**config.mk**
```make
export PLATFORM = sky130hd
export DESIGN_NAME = connector_latch_supervisor_top
export DESIGN_NICKNAME = d
export VERILOG_FILES = /design/src/rtl/core/cls_pkg.sv /design/src/rtl/core/connector_latch_supervisor_top.sv /design/src/rtl/core/cls_lane.sv /design/src/rtl/core/cls_grant.sv /design/src/rtl/core/cls_merge.sv
export SDC_FILE = /design/constraint.sdc
export NUM_CORES = 1
export LEC_CHECK = 0
export BUFFER_PORTS_ARGS = -buffer_cell sky130_fd_sc_hd__buf_2
export CORE_UTILIZATION = 45
export DETAILED_ROUTE_END_ITERATION = 6
export PLACE_DENSITY = 0.59
export SYNTH_ARGS = -nofsm -noshare
export SYNTH_HDL_FRONTEND = slang
export SYNTH_HIERARCHICAL = 1
export SYNTH_SLANG_ARGS = --single-unit
```
**constraint.sdc**
```tcl
create_clock -name i_clk -period 3.7 [get_ports i_clk]
set_input_delay 0.185 -clock i_clk [delete_from_list [all_inputs] [get_ports i_clk]]
set_output_delay 0.185 -clock i_clk [all_outputs]
set_load 0.03 [all_outputs]
```
**src/rtl/core/cls_pkg.sv**
```systemverilog
// ============================================================================
// cls_pkg: shared types and constants of the connector latch supervisor
// Holds field widths, reset values of the setup registers, register indexes
// and the structs that carry setup to the lanes and reports to the merge.
// ============================================================================
package cls_pkg;

    // Default number of latches supervised.
    localparam int LATCH_COUNT_DEF = 4;

    // Widths of the beat fields; latches beyond the field width are not seen.
    localparam int FIELD_W = 4;
    localparam int CFG_W   = 8;
    localparam int IDX_W   = 2;
    localparam int TICK_W  = 9;
    localparam int STRAY_W = 8;

    // Register indexes on the setup port.
    localparam logic [IDX_W-1:0] CFG_RELEASE_TIMEOUT = 2'd0;
    localparam logic [IDX_W-1:0] CFG_BAD_LOCK_LIMIT  = 2'd1;

    // Reset values of the setup registers.
    localparam logic [CFG_W-1:0] TIMEOUT_RESET = 8'd100;
    localparam logic [CFG_W-1:0] LIMIT_RESET   = 8'd100;

    typedef struct packed {
        logic [CFG_W-1:0] release_timeout;
        logic [CFG_W-1:0] bad_lock_limit;
    } t_cfg;

    // What one lane reports for the tick it just processed.
    typedef struct packed {
        logic lock_cmd;
        logic unlock_cmd;
        logic locked;
        logic pending;
        logic bad;
    } t_lane_res;

endpackage

```
**src/rtl/core/connector_latch_supervisor_top.sv**
```systemverilog
// ============================================================================
// connector_latch_supervisor_top: docking latch supervisor
// Each result beat is registered in the output register or the skid entry.
// Throughput: one beat per cycle while the skid entry is free; each latch
// lane ends a tick in the cycle its beat is accepted, so the next may follow.
// Reset (synchronous, active low): all latches unlocked, counters cleared,
// output and skid entries empty, both setup registers back to 100.
// ============================================================================
//
// Structure
//   One cls_lane per latch holds that latch's flags and counters and computes
//   its tick. Release requests are settled by cls_grant, which looks at the
//   lane state from before the tick and picks the lowest locked latch that is
//   not yet releasing. cls_merge packs the lane reports into the output beat
//   and buffers it in an output register with one skid entry, so an input
//   beat is still taken while one finished result waits downstream.
//
// Setup registers
//   The release timeout and the bad lock limit are written through a plain
//   write port; an index beyond the two registers is ignored.
module connector_latch_supervisor_top
    import cls_pkg::*;
#(
    parameter int LATCH_COUNT = LATCH_COUNT_DEF
) (
    input  logic               i_clk,
    input  logic               i_rst_n,

    input  logic               i_in_valid,
    output logic               o_in_ready,
    input  logic [FIELD_W-1:0] i_presence_mask,
    input  logic               i_release_request,

    output logic               o_out_valid,
    input  logic               i_out_ready,
    output logic [FIELD_W-1:0] o_lock_command,
    output logic [FIELD_W-1:0] o_unlock_command,
    output logic [FIELD_W-1:0] o_locked_mask,
    output logic [FIELD_W-1:0] o_releasing_mask,
    output logic [FIELD_W-1:0] o_bad_position_mask,

    input  logic               i_cfg_we,
    input  logic [IDX_W-1:0]   i_cfg_index,
    input  logic [CFG_W-1:0]   i_cfg_data
);

    t_cfg                   r_cfg;
    logic                   step;
    logic                   buf_full;
    logic [LATCH_COUNT-1:0] candidate;
    logic [LATCH_COUNT-1:0] grant;
    t_lane_res              lane_res [LATCH_COUNT];

    // Setup registers: the user must write only while idle (not enforced).
    always_ff @(posedge i_clk) begin
        if (!i_rst_n) begin
            r_cfg.release_timeout <= TIMEOUT_RESET;
            r_cfg.bad_lock_limit  <= LIMIT_RESET;
        end else if (i_cfg_we) begin
            unique case (i_cfg_index)
                CFG_RELEASE_TIMEOUT: r_cfg.release_timeout <= i_cfg_data;
                CFG_BAD_LOCK_LIMIT:  r_cfg.bad_lock_limit  <= i_cfg_data;
                default: begin
                end
            endcase
        end
    end

    // An input beat is taken whenever the skid entry is free.
    assign o_in_ready = !buf_full;
    assign step       = i_in_valid && o_in_ready;

    cls_grant #(
        .LATCH_COUNT (LATCH_COUNT)
    ) u_grant (
        .i_request   (i_release_request),
        .i_candidate (candidate),
        .o_grant     (grant)
    );

    for (genvar g = 0; g < LATCH_COUNT; g++) begin : g_lane
        logic present;

        // Latches beyond the presence field never sense a partner.
        if (g < FIELD_W) begin : g_seen
            assign present = i_presence_mask[g];
        end else begin : g_unseen
            assign present = 1'b0;
        end

        cls_lane u_lane (
            .i_clk       (i_clk),
            .i_rst_n     (i_rst_n),
            .i_step      (step),
            .i_present   (present),
            .i_grant     (grant[g]),
            .i_cfg       (r_cfg),
            .o_candidate (candidate[g]),
            .o_res       (lane_res[g])
        );
    end

    cls_merge #(
        .LATCH_COUNT (LATCH_COUNT)
    ) u_merge (
        .i_clk               (i_clk),
        .i_rst_n             (i_rst_n),
        .i_push              (step),
        .i_res               (lane_res),
        .i_out_ready         (i_out_ready),
        .o_full              (buf_full),
        .o_out_valid         (o_out_valid),
        .o_lock_command      (o_lock_command),
        .o_unlock_command    (o_unlock_command),
        .o_locked_mask       (o_locked_mask),
        .o_releasing_mask    (o_releasing_mask),
        .o_bad_position_mask (o_bad_position_mask)
    );

endmodule

```
**src/rtl/core/cls_lane.sv**
```systemverilog
// ============================================================================
// cls_lane: state and tick logic of one docking latch
// Keeps the locked and pending flags and both counters of one latch and
// advances them by one tick on each accepted beat.
// ============================================================================
module cls_lane
    import cls_pkg::*;
(
    input  logic      i_clk,
    input  logic      i_rst_n,
    input  logic      i_step,
    input  logic      i_present,
    input  logic      i_grant,
    input  t_cfg      i_cfg,
    output logic      o_candidate,
    output t_lane_res o_res
);

    logic               r_locked, n_locked;
    logic               r_pend, n_pend;
    logic [TICK_W-1:0]  r_ticks, n_ticks;
    logic [STRAY_W-1:0] r_stray, n_stray;

    logic               pend0, lock_now, locked1, free_now;
    logic               pend1, locked2, bad_now;
    logic [STRAY_W:0]   stray_inc;

    // A latch may take a release request when locked and not yet releasing.
    assign o_candidate = r_locked && !r_pend;

    always_comb begin
        pend0    = r_pend | i_grant;
        lock_now = !pend0 && i_present && !r_locked;
        locked1  = r_locked | lock_now;

        free_now = pend0 && ((!i_present && locked1) ||
                             (r_ticks > {1'b0, i_cfg.release_timeout}));
        pend1    = pend0 && !free_now;
        locked2  = locked1 && !free_now;

        if (pend0) begin
            n_ticks = free_now ? TICK_W'(1) : TICK_W'(r_ticks + TICK_W'(1));
        end else begin
            n_ticks = '0;
        end

        stray_inc = {1'b0, r_stray} + (STRAY_W+1)'(1);
        bad_now   = 1'b0;
        n_pend    = pend1;
        if (locked2 && !i_present) begin
            if (stray_inc > {1'b0, i_cfg.bad_lock_limit}) begin
                n_stray = '0;
                n_pend  = 1'b1;
                bad_now = 1'b1;
            end else begin
                n_stray = stray_inc[STRAY_W-1:0];
            end
        end else begin
            n_stray = '0;
        end
        n_locked = locked2;

        o_res.lock_cmd   = lock_now;
        o_res.unlock_cmd = pend0 && locked1;
        o_res.locked     = n_locked;
        o_res.pending    = n_pend;
        o_res.bad        = bad_now;
    end

    always_ff @(posedge i_clk) begin
        if (!i_rst_n) begin
            r_locked <= 1'b0;
            r_pend   <= 1'b0;
            r_ticks  <= '0;
            r_stray  <= '0;
        end else if (i_step) begin
            r_locked <= n_locked;
            r_pend   <= n_pend;
            r_ticks  <= n_ticks;
            r_stray  <= n_stray;
        end
    end

endmodule

```
**src/rtl/core/cls_grant.sv**
```systemverilog
// ============================================================================
// cls_grant: release request arbiter
// Hands a release request to the lowest-numbered candidate latch.
// ============================================================================
module cls_grant
    import cls_pkg::*;
#(
    parameter int LATCH_COUNT = LATCH_COUNT_DEF
) (
    input  logic                   i_request,
    input  logic [LATCH_COUNT-1:0] i_candidate,
    output logic [LATCH_COUNT-1:0] o_grant
);

    // Isolate the lowest set bit of the candidate vector.
    assign o_grant = i_request ? (i_candidate & (~i_candidate + LATCH_COUNT'(1)))
                               : '0;

endmodule

```
**src/rtl/core/cls_merge.sv**
```systemverilog
// ============================================================================
// cls_merge: result packing and output buffering
// Packs the lane reports into the beat fields and holds them in an output
// register backed by one skid entry.
// ============================================================================
module cls_merge
    import cls_pkg::*;
#(
    parameter int LATCH_COUNT = LATCH_COUNT_DEF
) (
    input  logic               i_clk,
    input  logic               i_rst_n,
    input  logic               i_push,
    input  t_lane_res          i_res [LATCH_COUNT],
    input  logic               i_out_ready,
    output logic               o_full,
    output logic               o_out_valid,
    output logic [FIELD_W-1:0] o_lock_command,
    output logic [FIELD_W-1:0] o_unlock_command,
    output logic [FIELD_W-1:0] o_locked_mask,
    output logic [FIELD_W-1:0] o_releasing_mask,
    output logic [FIELD_W-1:0] o_bad_position_mask
);

    localparam int BEAT_W = 5 * FIELD_W;

    logic [FIELD_W-1:0] lock_v, unlock_v, locked_v, pend_v, bad_v;
    logic [BEAT_W-1:0]  beat;
    logic [BEAT_W-1:0]  r_out, r_skid;
    logic               r_out_valid, r_skid_valid;
    logic               take;

    for (genvar g = 0; g < FIELD_W; g++) begin : g_pack
        if (g < LATCH_COUNT) begin : g_on
            assign lock_v[g]   = i_res[g].lock_cmd;
            assign unlock_v[g] = i_res[g].unlock_cmd;
            assign locked_v[g] = i_res[g].locked;
            assign pend_v[g]   = i_res[g].pending;
            assign bad_v[g]    = i_res[g].bad;
        end else begin : g_off
            assign lock_v[g]   = 1'b0;
            assign unlock_v[g] = 1'b0;
            assign locked_v[g] = 1'b0;
            assign pend_v[g]   = 1'b0;
            assign bad_v[g]    = 1'b0;
        end
    end

    assign beat = {lock_v, unlock_v, locked_v, pend_v, bad_v};
    assign take = r_out_valid && i_out_ready;

    always_ff @(posedge i_clk) begin
        if (!i_rst_n) begin
            r_out_valid  <= 1'b0;
            r_skid_valid <= 1'b0;
        end else begin
            if (i_push) begin
                if (!r_out_valid || take) begin
                    r_out_valid <= 1'b1;
                end else begin
                    r_skid_valid <= 1'b1;
                end
            end else if (take) begin
                r_out_valid  <= r_skid_valid;
                r_skid_valid <= 1'b0;
            end
        end
    end

    always_ff @(posedge i_clk) begin
        if (i_push) begin
            if (!r_out_valid || take) begin
                r_out <= beat;
            end else begin
                r_skid <= beat;
            end
        end else if (take && r_skid_valid) begin
            r_out <= r_skid;
        end
    end

    assign o_full              = r_skid_valid;
    assign o_out_valid         = r_out_valid;
    assign o_lock_command      = r_out[5*FIELD_W-1:4*FIELD_W];
    assign o_unlock_command    = r_out[4*FIELD_W-1:3*FIELD_W];
    assign o_locked_mask       = r_out[3*FIELD_W-1:2*FIELD_W];
    assign o_releasing_mask    = r_out[2*FIELD_W-1:FIELD_W];
    assign o_bad_position_mask = r_out[FIELD_W-1:0];

endmodule

```
==> results.json, run 1 <==
{
  "crit_slowest_cell": "dfxtp_1",
  "synth_top_area_share_pct": 22.9,
  "netSwitchingFraction_pct": 23.3,
  "max_stage_delay_ns": 0.40,
  "io_pins": 42,
  "path_cells": "ha_1, and3_1, nand3_1, and2_1, or2_2, ha_1, a21o_1, a21oi_1, o22a_1, a21oi_2, a21o_1, mux2_4",
  "power_frac_seq_pct": 41.4,
  "hpwl_mm": 12.4,
  "cts_tree": "yes",
  "clock-sinks": 134,
  "ys_seq_area_share_pct": 37.5,
  "antenna_left": 0,
  "grt_pass1_wl_mm": 28.5,
  "crit_fanout": 5,
  "postCtsSetupRepairBufs": 0,
  "synth.area.top_cells": "dfxtp_1 (23%), edfxtp_1 (15%), ha_1 (11%), nand2_1 (3.9%), xor2_1 (3.4%)",
  "power.share.clock_pct": 49.2,
  "syn_to_final_growth_pct": 11.9,
  "drv_slew": 0,
  "grt_max_degree": 39,
  "drt_iter0_drc": 277,
  "n_fill_cell": 1701,
  "die_height_um": 137,
  "layout.nets": 989,
  "drt-pass1-iter-count": 6,
  "grt.met2_usage_pct": 31.4,
  "top_usage_layer": "met2",
  "track_usage_pct": 19.8,
  "path_buf_inv": 0,
  "max_freq_mhz": 333,
  "post-route-util_pct": 51.3,
  "wl_per_cell_um": 14.9,
  "p_int_mw": 2.96,
  "power_mw": 3.86,
  "via_per_inst": 5.21,
  "numCtsBuffers": 17,
  "power_density_nw_per_um2": 420,
  "fp.dieW_um": 137,
  "vias": 5929,
  "ys.flop_type": "dfxtp_1",
  "holdWs_ns": 0.0586,
  "syn_area_per_cell_um2": 9.53,
  "syn-num-nets": 954,
  "hold_viol_final": 0,
  "ys_types": 52,
  "die-area_um2": 18800,
  "gr-total-overflow": 0,
  "portBuffers": 41,
  "rsz0062_at_grt": "no",
  "async_reset_ff_share_pct": 0,
  "setup-violations-final": 0,
  "status": "finished clean",
  "cts_buffer_depth": 2,
  "drv_cap": 0,
  "grt_use_met3_pct": 3.67,
  "synth_edf_count": 40,
  "setup-tns-final_ns": 0,
  "start_kind": "register",
  "arrival_ns": 3.18,
  "cts-resized-gates": 0,
  "clk_pin_slew_worst_paths_ns": 0.06,
  "wirelength_mm": 17.0,
  "synth_area_um2": 8210,
  "hold_buffers": 0,
  "initial_core_util_pct": 45.9,
  "yosys.area.top_type": "dfxtp_1",
  "layout-drive-gt1-share_pct": 15.9,
  "clk_latency_ns": 0.42,
  "grt_pass1_vias": 5665,
  "cp.required_ns": 3.87,
  "hold_class": "input pin to register",
  "critPathTopFamily": "compound AO/OA/AOI/OAI gates",
  "fp.coreArea_um2": 17900,
  "antenna_cells": 0,
  "power_leakage_nw": 4.15,
  "power.net_switching_mw": 0.899,
  "irDropWorstVdd_mv": 0.305,
  "post-route-min-period_ns": 3.01,
  "ys_ff_latch": 134,
  "finalClockSkew_ns": 0.00756,
  "endpoint_kind": "register",
  "power.share.combinational_pct": 9.4,
  "synthCells": 862,
  "clockRootBuffer": "clkbuf_16",
  "ys_warn_count": 6,
  "route.detailed.drc": 0,
  "antenna_found_initial": 0,
  "use_met1_pct": 27.2,
  "gp_congestion": 0.814,
  "crit_type": "register to register",
  "rows": 49,
  "worst_slew_pin_slew_ns": 0.948,
  "slew_headroom_pct": 36.8,
  "htree_levels": 4,
  "period_share_pct": 81.3
}
[worst reg2reg max path, delay by kind of cell, from the launching register on]
family	cells	cell delay, ns
adder cells (fa/ha/maj)	2	0.49
multiplexers	1	0.25
AO/OA/AOI/OAI	5	0.83
flip-flops	1	0.40
AND/OR/NAND/NOR	4	0.79
[final cells by class]
cell class / count / area, um^2 / area share (%)
Sequential cell: 134 / 3080 / 33.5
Multi-Input combinational cell: 627 / 4630 / 50.4
Tap cell: 229 / 287 / 3.12
Timing Repair Buffer: 47 / 263 / 2.86
Clock buffer: 18 / 429 / 4.67
Inverter: 70 / 263 / 2.86
Clock inverter: 14 / 231 / 2.52
[cell usage in the layout, fill, tap and decap left out, types with 5 or more instances in the layout]
master	instances
a21boi_0	13
a21o_1	20
a21oi_1	30
and2_1	17
and3_1	16
buf_2	41
buf_4	5
bufinv_16	6
clkbuf_16	17
dfxtp_1	94
edfxtp_1	40
ha_1	72
inv_1	70
mux2_4	16
mux2i_1	20
nand2_1	85
nand2b_1	13
nand3_1	32
nand4_1	24
nor2_1	66
nor2b_1	39
nor2b_4	5
o21a_1	16
o21ai_0	9
o21bai_1	8
or2_2	12
or3_1	8
xor2_1	32
[final timing paths]
check,startpoint,to,slack [ns],cells past startpoint
worst max-delay path,g_lane[0].u_lane/r_stray[0],u_merge/r_out[4],0.69,12
worst min-delay path,i_cfg_data[6],r_cfg[14],0.06,3
worst max register to register,g_lane[0].u_lane/r_stray[0],u_merge/r_out[4],0.69,12
worst min register to register,g_lane[0].u_lane/r_stray[7],g_lane[0].u_lane/r_stray[7],0.51,2
[per-layer routing]
layer	vias to the layer above	wire length, um	share of wire (%)
met5	-	0	0
met4	0	218	1.3
met3	16	424	2.5
met2	67	7660	45
met1	2779	8690	51
li1	3067	-	-
[synth_stat cells, types with 4 or more instances]
cell / n
a211o_1: 4
a21boi_0: 13
a21boi_1: 4
a21o_1: 20
a21oi_1: 30
a21oi_2: 4
a221oi_2: 4
a22o_4: 4
a31o_2: 4
a31oi_4: 4
and2_1: 17
and3_1: 16
and3_4: 4
and4b_1: 4
buf_4: 20
clkbuf_1: 6
dfxtp_1: 94
edfxtp_1: 40
ha_1: 72
inv_1: 70
mux2_2: 4
mux2_4: 16
mux2i_1: 20
nand2_1: 85
nand2b_1: 13
nand3_1: 32
nand4_1: 24
nor2_1: 66
nor2b_1: 40
nor2b_4: 4
nor3_1: 4
o21a_1: 16
o21ai_0: 9
o21ai_2: 4
o21bai_1: 8
o221ai_1: 4
o22a_1: 4
o2bb2ai_1: 4
o311a_1: 4
or2_2: 12
or3_1: 8
xnor2_1: 4
xor2_1: 32
[cells by family after synthesis]
logic type	after synthesis	share of synthesized area, %
fa+ha+maj	72	11.0
buf+inv	101	6.12
flops	134	37.5
mux	40	5.91
compound gates	144	14.0
simple gates	335	21.6
xor+xnor	36	3.84
[sequential cells by signal (all words and copies together) (netlist names)]
signal	flops
u_merge/r_skid	20
u_merge/o_full	1
u_merge/o_out_valid	1
r_cfg	16
g_lane.u_lane/r_pend	4
g_lane.u_lane/r_locked	4
g_lane.u_lane/r_ticks	36
g_lane.u_lane/r_stray	32
u_merge/r_out	20
[power by group through the flow]
| stage | sequential (mW) | clock [mW] | combinational [mW] |
|---|---|---|---|
| after CTS | 1.60 | 1.94 | 0.366 |
| after detailed placement | 1.63 | 0 | 0.363 |
| after global placement | 1.63 | 0 | 0.361 |
| after global routing | 1.61 | 2.00 | 0.401 |
| final | 1.60 | 1.90 | 0.362 |
| after floorplan | 1.66 | 0 | 0.246 |
[metrics by stage]
step | area [um^2] | setup slack (ns) | cells
final | 9190 | 0.693 | 1139
after CTS | 9190 | 0.714 | 1139
after detailed placement | 8530 | 0.721 | 1107
after floorplan | 8210 | 0.717 | 862
after global routing | 9190 | 0.465 | 1139
after global placement | 8530 | 0.760 | 1107
Note: power is estimated with default switching activity, not from simulation.
==> run 2, diff against run 1 <==
==> constraint.sdc (replaced) <==
create_clock -name i_clk -period 3.1 [get_ports i_clk]
set_input_delay 0.155 -clock i_clk [delete_from_list [all_inputs] [get_ports i_clk]]
set_output_delay 0.155 -clock i_clk [all_outputs]
set_load 0.03 [all_outputs]
==> results.json, run 2 (synthesis gave the netlist of run 1 again) <==
{
  "r2r_slack_ns": 0.16,
  "cts-resized-gates": 0,
  "clk_pin_slew_worst_paths_ns": 0.06,
  "crit_slowest_cell": "dfxtp_2",
  "largest_register": "g_lane.u_lane/r_ticks",
  "irDropWorstVdd_mv": 0.388,
  "layout_setup_ws_ns": 0.160,
  "drt_iter0_drc": 263,
  "antenna_cells": 0,
  "hold_class": "input pin to register",
  "crit_fanout": 4,
  "syn_to_final_growth_pct": 12.5,
  "max_freq_mhz": 340,
  "initial_core_util_pct": 45.9,
  "cp.required_ns": 3.27,
  "rsz0062_at_grt": "yes",
  "io_pins": 42,
  "setup-violations-final": 0,
  "fp.dieW_um": 137,
  "power_leakage_nw": 4.16,
  "drv_cap": 0,
  "start_kind": "register",
  "antenna_left": 0,
  "cts_tree": "yes",
  "grt_pass1_wl_mm": 27.8,
  "postCtsSetupRepairBufs": 0,
  "ff2ff_path_depth": 12,
  "max_stage_delay_ns": 0.36,
  "slew_headroom_pct": 66.5,
  "n_fill_cell": 1659,
  "endpoint_kind": "register",
  "gr-total-overflow": 0,
  "crit_cells": 12,
  "antenna_found_initial": 0,
  "wirelength_mm": 17.0,
  "crit_type": "register to register",
  "clk_latency_ns": 0.42,
  "grt_max_degree": 58,
  "final_area_um2": 9240,
  "r2r_end": "u_merge/r_out[5]",
  "htree_levels": 4,
  "grt_pass1_vias": 5516,
  "path_buf_inv": 0,
  "largestRegisters": "g_lane.u_lane/r_ticks: 36 flops, g_lane.u_lane/r_stray: 32 flops",
  "via_per_inst": 5.15,
  "drt-pass1-iter-count": 4,
  "numCtsBuffers": 17,
  "placed_area_um2": 8540,
  "clock-sinks": 134,
  "setup-tns-final_ns": 0,
  "die-area_um2": 18800,
  "rows": 49,
  "hold_buffers": 0,
  "wl_per_cell_um": 14.9,
  "layout-drive-gt1-share_pct": 17.5,
  "drv_slew": 0,
  "layout.nets": 991,
  "multiInputGateArea_um2": 4680,
  "worst_slew_pin_slew_ns": 0.502,
  "largest_register_ffs": 36,
  "final_cell_mix": "dfxtp_1 (90), nand2_1 (85), ha_1 (71)",
  "min_to": "r_cfg[13]",
  "critPathTopFamily": "simple AND/OR/NAND/NOR gates",
  "hold_start": "i_cfg_data[5]",
  "pre_cts_ws_ns": 0.0790,
  "period_share_pct": 94.8,
  "layout_commonest_cell": "dfxtp_1",
  "ff_latch_area_um2": 3090,
  "hold_viol_final": 0,
  "path_cells": "ha_1, and3_1, nand3_1, and2_1, or2_2, ha_1, nand3_1, nor3_1, o22a_1, a21oi_2, a21o_1, mux2_4",
  "reg2reg_from": "g_lane[1].u_lane/r_stray[0]",
  "holdPathStages": 3,
  "portBuffers": 41,
  "arrival_ns": 3.11,
  "route.detailed.drc": 0,
  "status": "finished clean",
  "fp.coreArea_um2": 17900,
  "vias": 5881,
  "die_height_um": 137,
  "clockRootBuffer": "clkbuf_16",
  "finalClockSkew_ns": 0.00645,
  "hpwl_mm": 12.4,
  "post-route-min-period_ns": 2.94,
  "power_density_nw_per_um2": 494,
  "track_usage_pct": 19.2,
  "cts_buffer_depth": 2,
  "gp_congestion": 0.812
}
-- run 2: cell type report --
| cell class | count | area share, % |
|---|---|---|
| flip-flops and latches | 134 | 33.4 |
| inverters | 70 | 2.84 |
| clock buffers | 17 | 4.60 |
| well taps | 229 | 3.10 |
| clock inverters | 15 | 2.44 |
| multi-input cells | 627 | 50.6 |
| repair buffers | 49 | 3.01 |
-- run 2: how the worst max path moves through the flow --
| stage | from | end | slack [ns] |
|---|---|---|---|
| 2_1_floorplan | u_merge/o_full | u_merge/r_out[0] | 0.12 |
| 3_3_place_gp | g_lane[2].u_lane/r_stray[0] | u_merge/r_out[6] | 0.15 |
| 3_5_place_dp | g_lane[2].u_lane/r_stray[0] | u_merge/r_out[6] | 0.08 |
| 4_1_cts | g_lane[2].u_lane/r_stray[0] | u_merge/r_out[6] | 0.07 |
| 5_1_grt | g_lane[2].u_lane/r_stray[0] | u_merge/r_out[6] | -0.02 |
| 6_report | g_lane[1].u_lane/r_stray[0] | u_merge/r_out[5] | 0.16 |
-- run 2: tightest hold or removal path, stage by stage --
cell and delay [ns]:
buf_2 0.08, nor2b_1 0.06, mux2i_1 0.11
-- run 2: through the flow --
stage	std cells	util [%]	power, mW	hold WS, ns
2_1_floorplan	862	-	2.28	0.283
3_3_place_gp	1109	47.7	2.38	0.449
3_5_place_dp	1109	47.7	2.39	0.459
4_1_cts	1141	51.4	4.62	0.0234
5_1_grt	1141	51.6	4.74	0.0450
6_report	1141	51.6	4.57	0.0277
-- run 2: metal layers --
metal | global-route usage (%) | vias to the layer above | part of all wire [%]
met5 | 0 | - | 0
met4 | 5.68 | 0 | 1.1
met3 | 3.15 | 12 | 2.2
met2 | 30.5 | 58 | 46
met1 | 26.5 | 2729 | 51
li1 | - | 3082 | -
-- run 2: where the power goes --
group	switching (mW)	internal, mW	total [mW]
Combinational	0.268	0.168	0.436
Sequential	0.0434	1.87	1.91
Clock	0.791	1.43	2.23
Total	1.10	3.47	4.57
